===== src/hw/rtl/etp_pkg.sv =====
`timescale 1ns / 1ps
`default_nettype none
// ----------------------------------------------------------------------------
// Embedded template tokenizer package
// Shared types and constants for the scanner front end, queue and emitter.
// ----------------------------------------------------------------------------
package etp_pkg;

  localparam int HOLD_CAP = 32;
  localparam int CMD_BYTES = 4;

  localparam logic [2:0] KIND_TEXT    = 3'd0;
  localparam logic [2:0] KIND_CODE    = 3'd1;
  localparam logic [2:0] KIND_PUT     = 3'd2;
  localparam logic [2:0] KIND_COMMENT = 3'd3;
  localparam logic [2:0] KIND_PLINE   = 3'd4;

  localparam logic [1:0] REG_TRIM_SELECT   = 2'd0;
  localparam logic [1:0] REG_PERCENT_LINES = 2'd1;
  localparam logic [1:0] REG_DASH_TRIM     = 2'd2;

  localparam logic [1:0] TRIM_ALWAYS    = 2'd1;
  localparam logic [1:0] TRIM_LINE_HEAD = 2'd2;

  localparam logic [7:0] CH_LT   = 8'h3C;
  localparam logic [7:0] CH_PCT  = 8'h25;
  localparam logic [7:0] CH_GT   = 8'h3E;
  localparam logic [7:0] CH_DASH = 8'h2D;
  localparam logic [7:0] CH_EQ   = 8'h3D;
  localparam logic [7:0] CH_HASH = 8'h23;
  localparam logic [7:0] CH_CR   = 8'h0D;
  localparam logic [7:0] CH_LF   = 8'h0A;
  localparam logic [7:0] CH_TAB  = 8'h09;
  localparam logic [7:0] CH_SP   = 8'h20;

  typedef enum logic [3:0] {
    PH_TEXT, PH_LT, PH_LTPCT, PH_PCTHEAD, PH_PLINE, PH_BODY, PH_BPCT,
    PH_BPCTPCT, PH_BDASH, PH_BDASHPCT, PH_TRIM, PH_TRIMCR
  } phase_t;

  // One scanned input byte: held whitespace released, bytes of the segment
  // open at the start, its close marker, then bytes and marker of the next.
  typedef struct packed {
    logic [5:0]                 rel_n;
    logic [HOLD_CAP-1:0]        rel_mask;
    logic [2:0]                 kind_a;
    logic [CMD_BYTES-1:0][7:0]  a_bytes;
    logic [2:0]                 a_n;
    logic                       mark_a;
    logic [2:0]                 kind_b;
    logic [CMD_BYTES-1:0][7:0]  b_bytes;
    logic [2:0]                 b_n;
    logic                       mark_b;
  } cmd_t;

  typedef struct packed {
    logic [7:0] out_byte;
    logic       byte_valid;
    logic [2:0] segment_kind;
    logic       segment_end;
    logic       run_last;
  } res_t;

  typedef struct packed {
    phase_t              phase;
    logic                alh;
    logic                tbl;
    logic [2:0]          okind;
    logic                has;
    logic [5:0]          cnt;
    logic                lwo;
    logic [HOLD_CAP-1:0] held;
    logic                closed;
    cmd_t                c;
  } ctx_t;

endpackage
`default_nettype wire


===== src/hw/rtl/etp_front.sv =====
`timescale 1ns / 1ps
`default_nettype none
// ----------------------------------------------------------------------------
// Scanner front end
// Classifies each template byte and emits one command per byte that yields
// results.
// ----------------------------------------------------------------------------
module etp_front #(
  parameter int WS_DEPTH = 32
) (
  input  wire logic          clk,
  input  wire logic          rst,
  input  wire logic          in_valid,
  output logic               in_ready,
  input  wire logic [7:0]    in_byte,
  input  wire logic          in_last,
  input  wire logic [1:0]    trim_select,
  input  wire logic          percent_lines,
  input  wire logic          dash_trim,
  output logic               push,
  output etp_pkg::cmd_t      push_cmd,
  input  wire logic          q_full
);
  import etp_pkg::*;

  localparam int HOLD_LIMIT = (WS_DEPTH < HOLD_CAP) ? WS_DEPTH : HOLD_CAP;
  localparam logic [5:0] LIM = 6'(HOLD_LIMIT);

  phase_t              phase;
  logic                alh, tbl, has, lwo;
  logic [2:0]          okind;
  logic [5:0]          cnt;
  logic [HOLD_CAP-1:0] held;
  ctx_t                x;
  logic [6:0]          total;

  function automatic ctx_t f_emit(ctx_t v, logic [7:0] b);
    if (!v.closed) begin
      v.c.a_bytes[v.c.a_n[1:0]] = b;
      v.c.a_n = v.c.a_n + 3'd1;
    end else begin
      v.c.b_bytes[v.c.b_n[1:0]] = b;
      v.c.b_n = v.c.b_n + 3'd1;
      v.c.kind_b = v.okind;
    end
    v.has = 1'b1;
    return v;
  endfunction

  function automatic ctx_t f_close(ctx_t v);
    if (v.has) begin
      if (!v.closed) begin
        v.c.mark_a = 1'b1;
      end else begin
        v.c.mark_b = 1'b1;
        v.c.kind_b = v.okind;
      end
    end
    v.has = 1'b0;
    v.closed = 1'b1;
    return v;
  endfunction

  function automatic ctx_t f_open(ctx_t v, logic [2:0] k);
    v.okind = k;
    v.has = 1'b0;
    v.lwo = 1'b1;
    return v;
  endfunction

  function automatic ctx_t f_release(ctx_t v);
    if (v.cnt != 6'd0) begin
      v.c.rel_n = v.cnt;
      v.c.rel_mask = v.held;
      v.has = 1'b1;
    end
    v.cnt = 6'd0;
    return v;
  endfunction

  function automatic ctx_t f_text(ctx_t v, logic [7:0] b, logic pl, logic dt);
    v.phase = PH_TEXT;
    if (b == CH_LT) begin
      v.tbl = v.alh;
      v.alh = 1'b0;
      v.phase = PH_LT;
    end else if (b == CH_PCT && v.alh && pl) begin
      v.alh = 1'b0;
      v.phase = PH_PCTHEAD;
    end else if (b == CH_SP || b == CH_TAB) begin
      v.alh = 1'b0;
      if (v.lwo && dt && v.cnt < LIM) begin
        v.held[v.cnt[4:0]] = (b == CH_TAB);
        v.cnt = v.cnt + 6'd1;
      end else begin
        v = f_release(v);
        v.lwo = 1'b0;
        v = f_emit(v, b);
      end
    end else begin
      v = f_release(v);
      v = f_emit(v, b);
      v.alh = (b == CH_LF);
      v.lwo = (b == CH_LF);
    end
    return v;
  endfunction

  function automatic ctx_t f_body(ctx_t v, logic [7:0] b, logic dt);
    v.phase = PH_BODY;
    if (b == CH_PCT) v.phase = PH_BPCT;
    else if (b == CH_DASH && dt) v.phase = PH_BDASH;
    else v = f_emit(v, b);
    return v;
  endfunction

  function automatic ctx_t f_close_tag(ctx_t v, logic dash, logic [1:0] ts);
    v = f_close(v);
    v = f_open(v, KIND_TEXT);
    if (dash || ts == TRIM_ALWAYS || (ts == TRIM_LINE_HEAD && v.tbl)) begin
      v.phase = PH_TRIM;
    end else begin
      v.phase = PH_TEXT;
      v.alh = 1'b0;
    end
    return v;
  endfunction

  function automatic ctx_t f_bpct(ctx_t v, logic [7:0] b, logic dt, logic [1:0] ts);
    if (b == CH_GT) v = f_close_tag(v, 1'b0, ts);
    else if (b == CH_PCT) v.phase = PH_BPCTPCT;
    else begin
      v = f_emit(v, CH_PCT);
      v = f_body(v, b, dt);
    end
    return v;
  endfunction

  function automatic ctx_t f_open_tag(ctx_t v, logic [2:0] k);
    v = f_release(v);
    v = f_close(v);
    v = f_open(v, k);
    v.phase = PH_BODY;
    return v;
  endfunction

  function automatic ctx_t f_step(ctx_t v, logic [7:0] b, logic last,
                                  logic [1:0] ts, logic pl, logic dt);
    case (v.phase)
      PH_LT: begin
        if (b == CH_PCT) begin
          v.phase = PH_LTPCT;
        end else begin
          v = f_release(v);
          v = f_emit(v, CH_LT);
          v.lwo = 1'b0;
          v = f_text(v, b, pl, dt);
        end
      end
      PH_LTPCT: begin
        if (b == CH_PCT) begin
          v = f_release(v);
          v = f_emit(v, CH_LT);
          v = f_emit(v, CH_PCT);
          v.lwo = 1'b0;
          v.phase = PH_TEXT;
        end else if (b == CH_EQ) begin
          v = f_open_tag(v, KIND_PUT);
        end else if (b == CH_HASH) begin
          v = f_open_tag(v, KIND_COMMENT);
        end else if (b == CH_DASH && dt && !last) begin
          v.cnt = 6'd0;
          v = f_open_tag(v, KIND_CODE);
        end else begin
          v = f_open_tag(v, KIND_CODE);
          v = f_body(v, b, dt);
        end
      end
      PH_PCTHEAD, PH_PLINE: begin
        if (v.phase == PH_PCTHEAD) begin
          v = f_release(v);
        end
        if (v.phase == PH_PCTHEAD && b == CH_PCT) begin
          v = f_emit(v, CH_PCT);
          v.lwo = 1'b0;
          v.phase = PH_TEXT;
        end else begin
          if (v.phase == PH_PCTHEAD) begin
            v = f_close(v);
            v = f_open(v, KIND_PLINE);
            v.phase = PH_PLINE;
          end
          v = f_emit(v, b);
          if (b == CH_LF) begin
            v = f_close(v);
            v = f_open(v, KIND_TEXT);
            v.alh = 1'b1;
            v.phase = PH_TEXT;
          end
        end
      end
      PH_BODY: v = f_body(v, b, dt);
      PH_BPCT: v = f_bpct(v, b, dt, ts);
      PH_BPCTPCT: begin
        if (b == CH_GT) begin
          v = f_emit(v, CH_PCT);
          v = f_emit(v, CH_GT);
          v.phase = PH_BODY;
        end else if (b == CH_PCT) begin
          v = f_emit(v, CH_PCT);
        end else begin
          v = f_emit(v, CH_PCT);
          v = f_emit(v, CH_PCT);
          v = f_body(v, b, dt);
        end
      end
      PH_BDASH: begin
        if (b == CH_PCT) v.phase = PH_BDASHPCT;
        else begin
          v = f_emit(v, CH_DASH);
          v = f_body(v, b, dt);
        end
      end
      PH_BDASHPCT: begin
        if (b == CH_GT) v = f_close_tag(v, 1'b1, ts);
        else begin
          v = f_emit(v, CH_DASH);
          v.phase = PH_BPCT;
          v = f_bpct(v, b, dt, ts);
        end
      end
      PH_TRIM: begin
        if (b == CH_CR) begin
          v.alh = 1'b1;
          v.phase = PH_TRIMCR;
        end else if (b == CH_LF) begin
          v.alh = 1'b1;
          v.phase = PH_TEXT;
        end else begin
          v.alh = 1'b0;
          v = f_text(v, b, pl, dt);
        end
      end
      PH_TRIMCR: begin
        v.alh = 1'b1;
        if (b == CH_LF) v.phase = PH_TEXT;
        else v = f_text(v, b, pl, dt);
      end
      default: v = f_text(v, b, pl, dt);
    endcase
    return v;
  endfunction

  function automatic ctx_t f_flush(ctx_t v);
    v = f_release(v);
    case (v.phase)
      PH_LT:   v = f_emit(v, CH_LT);
      PH_BPCT: v = f_emit(v, CH_PCT);
      PH_BPCTPCT: begin
        v = f_emit(v, CH_PCT);
        v = f_emit(v, CH_PCT);
      end
      PH_BDASH: v = f_emit(v, CH_DASH);
      PH_BDASHPCT: begin
        v = f_emit(v, CH_DASH);
        v = f_emit(v, CH_PCT);
      end
      default: ;
    endcase
    v = f_close(v);
    v.phase = PH_TEXT;
    v.alh = 1'b1;
    v.tbl = 1'b0;
    v.okind = KIND_TEXT;
    v.has = 1'b0;
    v.cnt = 6'd0;
    v.lwo = 1'b1;
    return v;
  endfunction

  always_comb begin
    x = '0;
    x.phase = phase;
    x.alh = alh;
    x.tbl = tbl;
    x.okind = okind;
    x.has = has;
    x.cnt = cnt;
    x.lwo = lwo;
    x.held = held;
    x.c.kind_a = okind;
    x = f_step(x, in_byte, in_last, trim_select, percent_lines, dash_trim);
    if (in_last) begin
      x = f_flush(x);
    end
    total = 7'(x.c.rel_n) + 7'(x.c.a_n) + 7'(x.c.mark_a) + 7'(x.c.b_n) + 7'(x.c.mark_b);
  end

  assign in_ready = !q_full;
  assign push     = in_valid && in_ready && (total != 7'd0);
  assign push_cmd = x.c;

  always_ff @(posedge clk) begin
    if (rst) begin
      phase <= PH_TEXT;
      alh   <= 1'b1;
      tbl   <= 1'b0;
      okind <= KIND_TEXT;
      has   <= 1'b0;
      cnt   <= 6'd0;
      lwo   <= 1'b1;
    end else if (in_valid && in_ready) begin
      phase <= x.phase;
      alh   <= x.alh;
      tbl   <= x.tbl;
      okind <= x.okind;
      has   <= x.has;
      cnt   <= x.cnt;
      lwo   <= x.lwo;
    end
  end

  always_ff @(posedge clk) begin
    if (in_valid && in_ready) begin
      held <= x.held;
    end
  end

endmodule
`default_nettype wire


===== src/hw/rtl/etp_queue.sv =====
`timescale 1ns / 1ps
`default_nettype none
// ----------------------------------------------------------------------------
// Command queue
// Two-entry queue between the scanner and the result emitter.
// ----------------------------------------------------------------------------
module etp_queue (
  input  wire logic          clk,
  input  wire logic          rst,
  input  wire logic          push,
  input  etp_pkg::cmd_t      push_cmd,
  output logic               full,
  input  wire logic          pop,
  output logic               head_valid,
  output etp_pkg::cmd_t      head_cmd
);
  import etp_pkg::*;

  cmd_t       slots [2];
  logic       wr_ptr, rd_ptr;
  logic [1:0] count;

  assign full       = (count == 2'd2);
  assign head_valid = (count != 2'd0);
  assign head_cmd   = slots[rd_ptr];

  always_ff @(posedge clk) begin
    if (rst) begin
      wr_ptr <= 1'b0;
      rd_ptr <= 1'b0;
      count  <= 2'd0;
    end else begin
      if (push) wr_ptr <= !wr_ptr;
      if (pop) rd_ptr <= !rd_ptr;
      count <= count + 2'(push) - 2'(pop);
    end
  end

  always_ff @(posedge clk) begin
    if (push) slots[wr_ptr] <= push_cmd;
  end

endmodule
`default_nettype wire


===== src/hw/rtl/etp_back.sv =====
`timescale 1ns / 1ps
`default_nettype none
// ----------------------------------------------------------------------------
// Result emitter
// Walks the head command one result per cycle into an output register while the receiver is ready.
// ----------------------------------------------------------------------------
module etp_back (
  input  wire logic          clk,
  input  wire logic          rst,
  input  wire logic          head_valid,
  input  etp_pkg::cmd_t      head_cmd,
  output logic               pop,
  output logic               out_valid,
  input  wire logic          out_ready,
  output etp_pkg::res_t      out_res
);
  import etp_pkg::*;

  logic [5:0] pos;
  logic [5:0] total, j, j2, j3;
  logic       advance, is_last;
  res_t       cur;

  always_comb begin
    total = head_cmd.rel_n + 6'(head_cmd.a_n) + 6'(head_cmd.mark_a)
          + 6'(head_cmd.b_n) + 6'(head_cmd.mark_b);
    j  = pos - head_cmd.rel_n;
    j2 = j - 6'(head_cmd.a_n);
    j3 = j2 - 6'(head_cmd.mark_a);
    is_last = (pos == total - 6'd1);
    cur = '0;
    cur.run_last = is_last;
    if (pos < head_cmd.rel_n) begin
      cur.out_byte     = head_cmd.rel_mask[pos[4:0]] ? CH_TAB : CH_SP;
      cur.byte_valid   = 1'b1;
      cur.segment_kind = head_cmd.kind_a;
    end else if (j < 6'(head_cmd.a_n)) begin
      cur.out_byte     = head_cmd.a_bytes[j[1:0]];
      cur.byte_valid   = 1'b1;
      cur.segment_kind = head_cmd.kind_a;
    end else if (head_cmd.mark_a && j2 == 6'd0) begin
      cur.segment_end  = 1'b1;
      cur.segment_kind = head_cmd.kind_a;
    end else if (j3 < 6'(head_cmd.b_n)) begin
      cur.out_byte     = head_cmd.b_bytes[j3[1:0]];
      cur.byte_valid   = 1'b1;
      cur.segment_kind = head_cmd.kind_b;
    end else begin
      cur.segment_end  = 1'b1;
      cur.segment_kind = head_cmd.kind_b;
    end
  end

  assign advance = head_valid && (!out_valid || out_ready);
  assign pop     = advance && is_last;

  always_ff @(posedge clk) begin
    if (rst) begin
      pos       <= 6'd0;
      out_valid <= 1'b0;
    end else begin
      if (advance) begin
        out_valid <= 1'b1;
        pos       <= is_last ? 6'd0 : pos + 6'd1;
      end else if (out_ready) begin
        out_valid <= 1'b0;
      end
    end
  end

  always_ff @(posedge clk) begin
    if (advance) out_res <= cur;
  end

endmodule
`default_nettype wire


===== src/hw/rtl/embedded_template_tokenizer.sv =====
`timescale 1ns / 1ps
`default_nettype none
// ----------------------------------------------------------------------------
// Embedded template tokenizer
// Splits a template byte stream into text, code, put, comment and
// percent-line segments, tagging each output byte with its segment kind.
// ----------------------------------------------------------------------------
// Template bytes enter on the slave stream, one per transfer, with tlast
// marking the last byte of a template. The scanner takes a byte in every
// cycle while its two-entry command queue has room; the emitter then sends
// the results one per cycle while the receiver is ready. A byte causes from
// zero to about forty results, the most when held indent whitespace is
// released. Each result carries a content byte or a segment close marker,
// and tlast flags the last result of one input byte. Configuration writes
// go through the cfg channel and must only be made while the block is
// idle.
module embedded_template_tokenizer #(
  parameter int WS_DEPTH = 32
) (
  input  wire logic        clk,
  input  wire logic        rst,
  input  wire logic        s_tvalid,
  output logic             s_tready,
  input  wire logic [7:0]  s_tdata,   // [7:0] in_byte
  input  wire logic        s_tlast,   // end_of_template
  output logic             m_tvalid,
  input  wire logic        m_tready,
  output logic [15:0]      m_tdata,   // [7:0] out_byte, [8] segment_end
  output logic [3:0]       m_tuser,   // [0] byte_valid, [3:1] segment_kind
  output logic             m_tlast,   // run_last
  input  wire logic        cfg_valid,
  output logic             cfg_ready,
  input  wire logic [1:0]  cfg_index,
  input  wire logic [1:0]  cfg_data
);
  import etp_pkg::*;

  logic [1:0] trim_select;
  logic       percent_lines;
  logic       dash_trim;
  logic       push, q_full, pop, head_valid;
  cmd_t       push_cmd, head_cmd;
  res_t       out_res;

  // Configuration registers; writes to unlisted indexes are dropped.
  assign cfg_ready = 1'b1;

  always_ff @(posedge clk) begin
    if (rst) begin
      trim_select   <= 2'd0;
      percent_lines <= 1'b0;
      dash_trim     <= 1'b0;
    end else if (cfg_valid) begin
      case (cfg_index)
        REG_TRIM_SELECT:   trim_select   <= cfg_data;
        REG_PERCENT_LINES: percent_lines <= cfg_data[0];
        REG_DASH_TRIM:     dash_trim     <= cfg_data[0];
        default: ;
      endcase
    end
  end

  // The front end scans one byte per transfer and builds a command.
  etp_front #(.WS_DEPTH(WS_DEPTH)) u_front (
    .clk          (clk),
    .rst          (rst),
    .in_valid     (s_tvalid),
    .in_ready     (s_tready),
    .in_byte      (s_tdata),
    .in_last      (s_tlast),
    .trim_select  (trim_select),
    .percent_lines(percent_lines),
    .dash_trim    (dash_trim),
    .push         (push),
    .push_cmd     (push_cmd),
    .q_full       (q_full)
  );

  etp_queue u_queue (
    .clk       (clk),
    .rst       (rst),
    .push      (push),
    .push_cmd  (push_cmd),
    .full      (q_full),
    .pop       (pop),
    .head_valid(head_valid),
    .head_cmd  (head_cmd)
  );

  // The back end expands each command into results.
  etp_back u_back (
    .clk       (clk),
    .rst       (rst),
    .head_valid(head_valid),
    .head_cmd  (head_cmd),
    .pop       (pop),
    .out_valid (m_tvalid),
    .out_ready (m_tready),
    .out_res   (out_res)
  );

  assign m_tdata = {7'b0000000, out_res.segment_end, out_res.out_byte};
  assign m_tuser = {out_res.segment_kind, out_res.byte_valid};
  assign m_tlast = out_res.run_last;

endmodule
`default_nettype wire


===== config.mk =====
export PLATFORM = sky130hd
export DESIGN_NAME = embedded_template_tokenizer
export DESIGN_NICKNAME = d
export VERILOG_FILES = /design/src/hw/rtl/etp_pkg.sv /design/src/hw/rtl/etp_front.sv /design/src/hw/rtl/etp_queue.sv /design/src/hw/rtl/etp_back.sv /design/src/hw/rtl/embedded_template_tokenizer.sv
export SDC_FILE = /design/constraint.sdc
export NUM_CORES = 1
export LEC_CHECK = 0
export ABC_AREA = 1
export BUFFER_PORTS_ARGS = -buffer_cell sky130_fd_sc_hd__buf_4
export CAP_MARGIN = 10
export CORE_ASPECT_RATIO = 0.5
export CORE_MARGIN = 4
export CORE_UTILIZATION = 50
export DETAILED_ROUTE_END_ITERATION = 6
export MAX_ROUTING_LAYER = met4
export PLACE_DENSITY = 0.66
export SLEW_MARGIN = 20
export SYNTH_ARGS = -nofsm -noshare
export SYNTH_HDL_FRONTEND = slang
export SYNTH_SLANG_ARGS = --single-unit

===== constraint.sdc =====
create_clock -name clk -period 14.84 [get_ports clk]
set_clock_uncertainty 0.15 [all_clocks]
set_input_delay 2.968 -clock clk [delete_from_list [all_inputs] [get_ports clk]]
set_output_delay 2.968 -clock clk [all_outputs]
set_load 0.02 [all_outputs]

After elaboration in Yosys (flattened, before gate mapping)
Memory sizes are Yosys's and may differ from the RTL's. A register that Yosys moved wholly into a read port is not among the register bits.
Index checks and enable logic that the tools add are counted.
- add/subtract/negate cells: 35
- $lt $le $gt $ge: 47
- eq/ne operators: 33
- multiplexer cells: 214
- bitwise operators: 48
- reductions and logical operators: 54
- operators by type and width (kind ; count):
    166-bit 2-to-1 mux ; 15
    166-bit one-hot mux with 10 select lines ; 1
    157-bit 2-to-1 mux ; 10
    157-bit one-hot mux with 5 select lines ; 1
    162-bit 2-to-1 mux ; 4
    161-bit 2-to-1 mux ; 4
    35-bit 2-to-1 mux ; 17
    38-bit 2-to-1 mux ; 15
    160-bit 2-to-1 mux ; 3
    75-bit 2-to-1 mux ; 5
    8-bit demux with 2-bit select ; 19
    32-bit bitwise mux ; 8
    20-bit NOT ; 11
    11-bit 2-to-1 mux ; 16
    8-bit 2-to-1 mux ; 21
    20-bit AND ; 8
    116-bit 2-to-1 mux ; 1
    12-bit OR ; 8
    16-bit AND ; 4
    16-bit NOT ; 4
    16-bit OR ; 4
    2-bit by 3-bit less-than comparator with 1-bit output, second input constant ; 21
    5-bit by 20-bit AND with 20-bit output ; 3
    4-bit 2-to-1 mux ; 15
    52 further kinds ; 213
- flip-flop bits (word level): 78
- bits in writable memories: 232
- output and inout port bits: 24
- memories: 1
- memories (memory ; words ; width ; read ports ; clocked after Yosys merged registers in ; write ports ; RTL line ; text):
    u_queue.slots ; 2 ; 116 ; 1 ; 1 ; 1 ; etp_queue.sv:19 ; cmd_t slots [2];

Logic depth before layout (Yosys ltp)
Gate-level depths: netlist of the first run.
- depth in word-level cells: 51
- mapped depth: 36
- gate-level depth less buffers: 35

Modules after synthesis
Synthesis of the first run repeated with hierarchy kept, for this count alone.
- cell total of the unflattened synthesis: 2022
- area total of the unflattened synthesis: 19029.5 um2
- by module, submodules not included (module ; instances ; cells an instance ; area an instance (um2) ; sequential area each (um2)):
    etp_queue ; 1 ; 393 ; 8753.4 ; 7066.8
    etp_front ; 1 ; 1165 ; 7148.1 ; 1301.2
    etp_back ; 1 ; 424 ; 2872.8 ; 560.5
    embedded_template_tokenizer ; 1 ; 40 ; 255.2 ; 80.1

Worst setup path before layout of the first run
Ideal clock, no wire load.
- path kind: input to register
- start point: input port s_tdata[6]
- end point: memory u_queue.slots[0][0] in the netlist's numbering (enable)
- setup time: 546 ps
- arrival time: 10695 ps
- required time: 14144 ps
- path slack: 3450 ps
- cell stages on the path: 32
- buffers on the path: 1
- cells stage by stage: inv_1 > nand2_4 > nor2_1 > nand3_2 > nor2_1 > nand2_1 > nand2_1 > nor2_1 > nor2_1 > nand2_2 > inv_1 > nand2_1 > nor2_4 > nor2_4 > nor2_4 > buf_6 > nand3_1 > nand2_1 > inv_1 > fa_1 > inv_1 > fa_1 > fa_1 > nand2_1 > inv_1 > o21ai_0 > nor2_1 > nand2_1 > nand2_1 > nand3_1 > nand2_1 > nor2_1
- RTL lines (item ; RTL line ; text):
    start: declaration ; embedded_template_tokenizer.sv:24 ; input wire logic [7:0] s_tdata,
    end: declaration ; etp_queue.sv:19 ;

==> summary.md, run 1 <==
| Metric | Value |
|---|---|
| Status | finished clean |
| Post-synth EDFFs | 232 |
| Ports | 42 |
| Min-delay src | u_front.lwo$_SDFFE_PP1P_ |
| Vias/cell | 5.864 |
| Detailed placement HPWL | 33,520 microns |
| Endpoints failing hold | 0 |
| Unrepaired setup endpoints after global routing | no |
| Mapped Area | 15,310 sq um |
| Synth area leaders | edfxtp_1 (45%), nand2_1 (7.4%), o21ai_0 (5.9%) |
| Post-layout min period | 9.721 ns |
| Post-layout instance count excluding filler cells | 2,184 |
| Placed Area | 15,840 sq um |
| CTS root buffer | clkbuf_16 |
| Max-cap violations | 0 |
| # nets final | 1,842 |
| Worst hold path cell count | 2 |
| CP arrival | 9.73 ns |
| Clock Path Buffers | 3 |
| R2R setup slack | 6.91 ns |
| Wire length per cell | 20.86 microns |
| Seq/Total Area, Yosys | 0.4980 |
| Final Cycle Share | 0.6550 |
| Synth Area per Inst | 8.682 sq um |
| Crit-path max cell delay | 0.79 ns |
| Crit-path slowest cell | buf_4 |
| Slew Limit Fails | 0 |
| Largest net degree at the start of global routing | 66 |
| Critical R2R Capture | u_queue.slots[0][49]$_DFFE_PP_ |
| Gr ovfl total | 0 |
| Synth warnings | 0 |
| Worst hold slack | 0.3322 ns |
| Maximum achievable frequency | 102.9 MHz |
| Vias in the first global route | 12,000 |
| Slew margin rel. | 0.3625 |
| Synth unique cells | 60 |
| Req. time, crit path | 14.85 ns |
| Async S/R FF share, synth | 0 |
| Iteration-0 DRC Markers | 1,264 |
| Cell with the most instances after synthesis | nand2_1 |
| Core area | 29,560 sq um |
| Die area | 33,660 sq um |
| PwrDens | 121.8 nW/um^2 |
| Share of the synthesized area in the top cell type | 0.4549 |
| Hold crit path type | flip-flop to flip-flop |
| H-tree levels | 1 |
| DR vias | 12,810 |
| Startpoint type of the worst setup path | primary input |
| Placed cell count | 2,137 |
| Total Wirelength | 45,560 microns |
| Peak supply drop | 104.7 uV |
| # resized after CTS | 0 |
| Final Instance Area | 16,690 sq um |
| Cell taking the most area after synthesis | edfxtp_1 |
| Critical path type | primary input to flip-flop |
| Layout cells sized above 1 | 0.09481 |
| WHS Endpoint | u_front.lwo$_SDFFE_PP1P_ |
| # diodes | 0 |
| Gate count after technology mapping | 1,764 |
| Crit. End Element | flip-flop |
| CTS buffer count | 26 |
| CTS tree | built |
| Post-CTS setup buffer count | 0 |
| Antenna violations before repair | 0 |
| Die Wd | 255.5 microns |
| Cell repeated most along the worst path | nand2_1 |
| Tot GR Track Use | 0.2731 |
| Leakage | 6.925 nW |
| Site Rows | 44 |
| Cells on worst reg2reg path | 30 |
| Maximum fanout along the worst path | 65 |
| Number of detailed-routing iterations run before antenna repair | 6 |
| CTS clk-pin slew, worst paths | 0.06 ns |
| ANT nets after route | 0 |
| Layout area overhead | 8.979% |
| Count of final setup violators | 0 |
| Global-route wire length before repair | 70,310 microns |
| Seq cells post-synth | 265 |
| Dpl ws | 4.654 ns |
| TNS Setup | 0 ns |
| Residual DRC | 0 |
| IO Port Bufs | 33 |
| Hold Buf Count CTS | 0 |
| Synth Flop Type | edfxtp_1 |
| GP Congestion | 1.082 |
| Clock latency on the worst-skew pair | 0.55 ns |
| Initial core utilization | 0.5180 |
| # clock sinks | 265 |
| Die height | 131.8 microns |
| Reg2reg start | u_front.phase[0]$_SDFFE_PP0P_ |
| Fin worst setup slack | 5.119 ns |
| Top cells by count, synth | nand2_1 (302), edfxtp_1 (232), inv_1 (224) |
| Slew @ Worst Pin | 0.9527 ns |
layout by cell type (no fill, tap or decap), drive strengths merged, types with 13 or more instances in the layout:
cell and count:
a21oi 85, buf 43, clkbuf 34, conb 13, dfxtp 33, edfxtp 232, ha 39, inv 244
nand2 320, nand3 95, nor2 213, nor3 19, o211ai 17, o21ai 197, o22ai 47, o311ai 31
per-stage QoR:
stage	total power, mW	utilization
6_report	2.032	0.5645
3_5_place_dp	1.387	0.5358
5_1_grt	2.139	0.5645
4_1_cts	2.042	0.5644
3_3_place_gp	1.374	0.5358
2_1_floorplan	1.250	-
cell type report:
type	count	area, sq um
repair buffers	43	322.8
fillers	2666	12870
clock inverters	13	126.4
clock buffers	34	720.7
multi-input cells	1193	6481
well taps	391	489.2
inverters	245	920.9
flip-flops and latches	265	7629
worst max path at each step:
stage / from / end / slack (ns) / cells past startpoint
global placement: s_tdata[7] / u_queue.slots[0][49]$_DFFE_PP_ / 4.70 / 31
finish: s_tdata[7] / u_queue.slots[0][49]$_DFFE_PP_ / 5.12 / 31
CTS: s_tdata[7] / u_queue.slots[0][49]$_DFFE_PP_ / 5.22 / 31
detailed placement: s_tdata[7] / u_queue.slots[0][50]$_DFFE_PP_ / 4.65 / 31
global route: s_tdata[6] / u_queue.slots[0][49]$_DFFE_PP_ / 4.65 / 31
floorplan: s_tdata[6] / u_queue.slots[0][0]$_DFFE_PP_ / 3.45 / 32
power breakdown:
part           leakage, nW  switching (mW)  internal (mW)  total (mW)
clock network        0.400           0.290          0.363       0.653
registers             2.47          0.0255          0.886       0.911
logic                 4.06           0.315          0.153       0.468
state kept, by name (all words and copies together) (netlist names), 2 cells and up, named ones only:
register,flops
trim_select,2
u_back.out_res,14
u_back.pos,6
u_front.cnt,6
u_front.held,32
u_front.okind,3
u_front.phase,4
u_queue.count,2
u_queue.slots,186
cells by family after synthesis:
group	Yosys count	share of synthesized area
flip-flops	265	0.4980
AO/OA/AOI/OAI	421	0.1619
XOR/XNOR	20	0.01144
AND/OR/NAND/NOR	679	0.1929
buffers and inverters	317	0.08243
adder cells (fa/ha/maj)	50	0.04624
other	2	0.0004904
multiplexers	10	0.006536
critical path: cells and delay by family:
family	cells	cell delay, ns
adder cells (fa/ha/maj)	3	1.42
buffers and inverters	6	1.23
AO/OA/AOI/OAI	1	0.27
AND/OR/NAND/NOR	21	3.68
routing by layer:
metal,global-route usage,vias up,part of all wire
li1,-,6089,-
met1,0.3956,6186,0.47
met2,0.3908,475,0.42
met3,0.07120,57,0.089
met4,0.05263,0,0.021
met5,-,-,0
No activity file was read; power rests on OpenSTA's default activity.
==> run 2, diff against run 1 <==
clock period = 9.8 ns   (was 14.84 ns; I/O delays follow)
==> run 2 against run 1 <==
Non-clock buffer count is 5 higher. Combinational power increased by 57%. Register-to-register slack got worse by 4.1 ns. Core utilization fell by 0.097 points. Sequential share of layout area is 0.094 points higher. Critical path type unchanged. Largest cell class unchanged. Largest power group unchanged.
==> summary.md, run 2 (synthesis results as in run 1) <==
| Metric | Value |
|---|---|
| Sw Pwr | 951.3 uW |
| Commonest non-fill, non-tap cell in the layout | nand2_1 |
| Hold Buf Count CTS | 0 |
| Core area | 29,560 sq um |
| Detailed placement HPWL | 34,300 microns |
| Clock latency on the worst-skew pair | 0.55 ns |
| Post-CTS setup buffer count | 0 |
| CTS tree | built |
| Dpl ws | 1.299 ns |
| Iteration-0 DRC Markers | 1,353 |
| Largest net degree at the start of global routing | 64 |
| Switching share of total power | 0.3124 |
| # resized after CTS | 0 |
| DR vias | 12,950 |
| Die height | 131.8 microns |
| Wire length per cell | 21.47 microns |
| Internal power | 2.093 mW |
| Reg2reg start | u_front.phase[3]$_SDFFE_PP0P_ |
| Worst Setup SP | s_tdata[6] |
| Final Cycle Share | 0.8183 |
| Max reg flops | 186 |
| Global-route wire length before repair | 72,050 microns |
| WL met2 | 20,200 microns |
| Vias/cell | 5.931 |
| Fin worst setup slack | 1.781 ns |
| Vias in the first global route | 12,130 |
| Clock share of power | 0.306 |
| Worst hold path cell count | 2 |
| Post-layout min period | 8.019 ns |
| Cells on worst reg2reg path | 28 |
| Most flops, register | u_queue.slots |
| R2R setup slack | 2.78 ns |
| Power, Total | 3.045 mW |
| Clock Path Buffers | 3 |
| Antenna violations before repair | 0 |
| Total Wirelength | 46,890 microns |
| Crit. End Element | flip-flop |
| Number of detailed-routing iterations run before antenna repair | 5 |
| # nets final | 1,845 |
| Sequential cell area | 7631 sq um |
| Endpoints failing hold | 0 |
| Layout area overhead | 8.791% |
| H-tree levels | 1 |
| Leakage | 6.922 nW |
| Highest routed layer | met4 |
| Slew Limit Fails | 0 |
| Ports | 42 |
| GP Congestion | 0.9737 |
| Crit-path max cell delay | 0.69 ns |
| Crit path depth | 31 |
| Critical R2R Capture | u_queue.slots[1][52]$_DFFE_PP_ |
| CP Buf/Inv Count | 9 |
| Peak supply drop | 124.0 uV |
| CTS clk-pin slew, worst paths | 0.08 ns |
| Status | finished clean |
| Critical path's top delay family | adder cells |
| Largest registers | u_queue.slots: 186 flops, u_front.held: 32 flops, u_back.out_res: 14 flops |
| Maximum achievable frequency | 124.7 MHz |
| Routed wl met3 | 3945 microns |
| # clock sinks | 265 |
| # diodes | 0 |
| Slew @ Worst Pin | 1.086 ns |
| Die area | 33,660 sq um |
| Tot GR Track Use | 0.2810 |
| CP arrival | 8.07 ns |
| Hold crit path type | flip-flop to flip-flop |
| Worst hold slack | 0.3251 ns |
| Site Rows | 44 |
| Residual DRC | 0 |
| Startpoint type of the worst setup path | primary input |
| Fill count | 2,664 |
| Die Wd | 255.5 microns |
| Maximum fanout along the worst path | 28 |
| Initial core utilization | 0.5180 |
| Crit-path slowest cell | a21oi_1 |
| Unrepaired setup endpoints after global routing | no |
| ANT nets after route | 0 |
| Post-layout instance count excluding filler cells | 2,184 |
| Slew margin rel. | 0.2730 |
| Gr ovfl total | 0 |
| IO Port Bufs | 33 |
| Max-cap violations | 0 |
| Count of final setup violators | 0 |
| Combinational power share | 0.241 |
| Multi-input logic area | 6477 sq um |
| Critical path type | primary input to flip-flop |
| Req. time, crit path | 9.85 ns |
| TNS Setup | 0 ns |
| CTS root buffer | clkbuf_16 |
| Most frequent cells in the layout | nand2_1 (302), edfxtp_1 (232), inv_1 (222) |
| Crit path capture | u_queue.slots[1][52]$_DFFE_PP_ |
| Placed cell count | 2,142 |
| Layout cells sized above 1 | 0.09147 |
| Sequential Power Share | 0.453 |
| Metal1 wirelength | 21,600 microns |
| CTS buffer count | 24 |
| PwrDens | 182.8 nW/um^2 |
==> run 2: cell types whose count changed in the layout (fill, tap and decap cells not counted), moves of 2 or more <==
cell	change
buf_4	+2
clkinv_2	+2
clkinvlp_4	-3
clkinv_1	+3
clkinv_8	-2
buf_12	+2
clkbuf_8	-4
==> run 2: worst min path at each step <==
stage                                start                           to  slack [ns]
5_1_grt        u_queue.count[1]$_SDFF_PP0_  u_queue.count[1]$_SDFF_PP0_        0.36
4_1_cts        trim_select[0]$_SDFFE_PP0P_  trim_select[0]$_SDFFE_PP0P_        0.33
6_report       trim_select[0]$_SDFFE_PP0P_  trim_select[0]$_SDFFE_PP0P_        0.33
3_5_place_dp      u_front.lwo$_SDFFE_PP1P_     u_front.lwo$_SDFFE_PP1P_        0.32
3_3_place_gp   u_queue.count[1]$_SDFF_PP0_  u_queue.count[1]$_SDFF_PP0_        0.30
2_1_floorplan     u_front.lwo$_SDFFE_PP1P_     u_front.lwo$_SDFFE_PP1P_        0.29
==> run 2: power by group through the flow <==
stage	logic, mW	registers, mW	clock network, mW
3_5_place_dp	0.717	1.40	0
3_3_place_gp	0.698	1.40	0
4_1_cts	0.723	1.38	0.944
2_1_floorplan	0.483	1.41	0
6_report	0.733	1.38	0.931
5_1_grt	0.813	1.39	0.993
==> run 2: worst register-to-register path, delay by kind of cell, from the launching register on <==
| family | cells | cell delay, ns |
|---|---|---|
| simple gates | 14 | 1.94 |
| fa+ha+maj | 4 | 1.80 |
| buf+inv | 7 | 1.41 |
| compound gates | 3 | 1.00 |
| flops | 1 | 0.38 |
==> run 2: per-layer routing <==
layer | up-vias | GRT usage
met4 | 0 | 0.06450
met3 | 73 | 0.05469
met1 | 6258 | 0.4041
met2 | 542 | 0.4152
li1 | 6080 | -
met5 | - | -
==> run 2: layout make-up <==
| class | instances | area share |
|---|---|---|
| Clock buffer | 30 | 0.03868 |
| Clock inverter | 12 | 0.006308 |
| Inverter | 245 | 0.05527 |
| Multi-Input combinational cell | 1193 | 0.3888 |
| Sequential cell | 265 | 0.4580 |
| Tap cell | 391 | 0.02936 |
| Timing Repair Buffer | 48 | 0.02358 |
==> run 2: through the flow <==
| step | area (sq um) | utilization |
|---|---|---|
| 2_1_floorplan | 15360 | - |
| 3_3_place_gp | 15900 | 0.5377 |
| 3_5_place_dp | 15910 | 0.5382 |
| 4_1_cts | 16660 | 0.5636 |
| 5_1_grt | 16660 | 0.5636 |
| 6_report | 16660 | 0.5636 |
==> run 3, diff against run 2 <==
clock period = 7.95 ns   (was 9.8 ns; I/O delays follow)
==> run 3 against run 2 <==
Die area unchanged. Power increased by 24%. Highest routed layer unchanged. Wire length grew 0.90%. Hold slack improved by 0.015 ns. Via count decreased by 0.81%. Critical path depth is the same. Final area is 0.46% higher. Clock power is 29% higher. Count of clock-buffer cells in the layout grew 4. Largest cell class unchanged. Combinational power up 22%. Sequential power is 23% higher.
==> summary.md, run 3 (synthesis results as in run 1) <==
| Metric | Value |
|---|---|
| Status | finished clean |
| Power, Total | 3.790 mW |
| Gr ovfl total | 0 |
| Count of final setup violators | 0 |
| Peak supply drop | 182.7 uV |
| Final Cycle Share | 0.8972 |
| Worst hold path cell count | 2 |
| Antenna violations before repair | 0 |
| Leakage | 6.970 nW |
| Ports | 42 |
| DR vias | 12,850 |
| Min-delay src | trim_select[0]$_SDFFE_PP0P_ |
| Die Wd | 255.5 microns |
| Die area | 33,660 sq um |
| Slew Limit Fails | 0 |
| Placed Area | 15,940 sq um |
| Startpoint type of the worst setup path | primary input |
| Clock latency on the worst-skew pair | 0.55 ns |
| Crit. End Element | flip-flop |
| Max reg flops | 186 |
| Worst hold slack | 0.3404 ns |
| Maximum fanout along the worst path | 32 |
| # clock sinks | 265 |
| Layout area overhead | 9.289% |
| R2R setup slack | 1.56 ns |
| Vias/cell | 5.861 |
| Cell repeated most along the worst path | nand2_1 |
| Metal1 wirelength | 22,030 microns |
| CTS buffer count | 25 |
| Hold Buf Count CTS | 0 |
| Die height | 131.8 microns |
| Reg2reg start | u_front.phase[3]$_SDFFE_PP0P_ |
| H-tree levels | 1 |
| Layout cells sized above 1 | 0.09772 |
| ANT nets after route | 0 |
| Most frequent cells in the layout | nand2_1 (302), edfxtp_1 (232), inv_1 (222) |
| Largest net degree at the start of global routing | 86 |
| # resized after CTS | 0 |
| Final Instance Area | 16,740 sq um |
| Detailed placement HPWL | 35,300 microns |
| Initial core utilization | 0.5180 |
| Crit-path max cell delay | 0.53 ns |
| Largest registers | u_queue.slots: 186 flops, u_front.held: 32 flops, u_back.out_res: 14 flops |
| Slew margin rel. | 0.3069 |
| Fill count | 2,641 |
| Cells on worst reg2reg path | 28 |
| PwrDens | 226.4 nW/um^2 |
| CTS tree | built |
| Most flops, register | u_queue.slots |
| Slew @ Worst Pin | 1.036 ns |
| WL met2 | 20,160 microns |
| Tot GR Track Use | 0.2827 |
| Post-CTS setup buffer count | 0 |
| CP arrival | 7.18 ns |
| Commonest non-fill, non-tap cell in the layout | nand2_1 |
| CTS root buffer | clkbuf_16 |
| Maximum achievable frequency | 140.2 MHz |
| Hold crit path type | flip-flop to flip-flop |
| TNS Setup | 0 ns |
| Sequential cell area | 7631 sq um |
| Critical path type | primary input to flip-flop |
| Core area | 29,560 sq um |
| Crit-path slowest cell | fa_1 |
| CTS clk-pin slew, worst paths | 0.08 ns |
| Global-route wire length before repair | 72,390 microns |
| Iteration-0 DRC Markers | 1,542 |
| Highest routed layer | met4 |
| Number of detailed-routing iterations run before antenna repair | 6 |
| Critical R2R Capture | u_queue.slots[0][102]$_DFFE_PP_ |
| WHS Endpoint | trim_select[0]$_SDFFE_PP0P_ |
| Post-layout min period | 7.133 ns |
| Req. time, crit path | 7.99 ns |
| GP Congestion | 1.045 |
| Site Rows | 44 |
| # nets final | 1,850 |
| Residual DRC | 0 |
| Post-layout instance count excluding filler cells | 2,192 |
| Routed wl met3 | 4342 microns |
| Multi-input logic area | 6479 sq um |
| Total Wirelength | 47,310 microns |
| Endpoints failing hold | 0 |
| Placed cell count | 2,146 |
| Wire length per cell | 21.58 microns |
| Unrepaired setup endpoints after global routing | no |
| IO Port Bufs | 33 |
| Clock Path Buffers | 3 |
| Max-cap violations | 0 |
| # diodes | 0 |
| Vias in the first global route | 12,060 |
==> run 3: power by group <==
group | total, mW | internal [mW] | switching (mW)
Sequential | 1.70 | 1.65 | 0.0466
Combinational | 0.894 | 0.293 | 0.601
Clock | 1.20 | 0.651 | 0.547
==> run 3: area by class of cell <==
cell class,count,area share
sequential,265,0.4559
clock buffer,34,0.04119
tap,391,0.02923
inverter,245,0.05509
multi-input combinational,1193,0.3871
timing repair buffer,52,0.02482
clock inverter,12,0.006653
==> run 3: worst max-delay path: cells and delay by family <==
family,cells,cell delay [ns]
simple gates,18,2.35
buf+inv,6,0.96
fa+ha+maj,3,1.42
compound gates,4,0.84
==> run 3: worst max path at each step <==
| stage | startpoint | to | slack [ns] | cells after the start |
|---|---|---|---|---|
| after detailed placement | s_tdata[6] | u_queue.slots[0][109]$_DFFE_PP_ | 0.40 | 31 |
| final | s_tdata[6] | u_queue.slots[0][102]$_DFFE_PP_ | 0.82 | 31 |
| after floorplan | s_tdata[6] | u_queue.slots[1][0]$_DFFE_PP_ | 0.08 | 32 |
| after global routing | s_tdata[7] | u_queue.slots[0][79]$_DFFE_PP_ | 0.40 | 29 |
| after global placement | s_tdata[6] | u_queue.slots[0][107]$_DFFE_PP_ | 0.37 | 31 |
| after CTS | s_tdata[6] | u_queue.slots[0][78]$_DFFE_PP_ | 0.94 | 31 |
==> run 3: layer usage <==
metal / global-route usage / vias to the layer above
li1: - / 6107
met1: 0.4169 / 6200
met2: 0.4026 / 479
met3: 0.07004 / 62
met4: 0.04624 / 0
met5: - / -
==> run 3: per-stage QoR <==
| stage | setup WS (ns) | util |
|---|---|---|
| global placement | 0.3695 | 0.5390 |
| finish | 0.8170 | 0.5662 |
| floorplan | 0.08448 | - |
| CTS | 0.9362 | 0.5661 |
| detailed placement | 0.3952 | 0.5390 |
| global route | 0.3960 | 0.5662 |
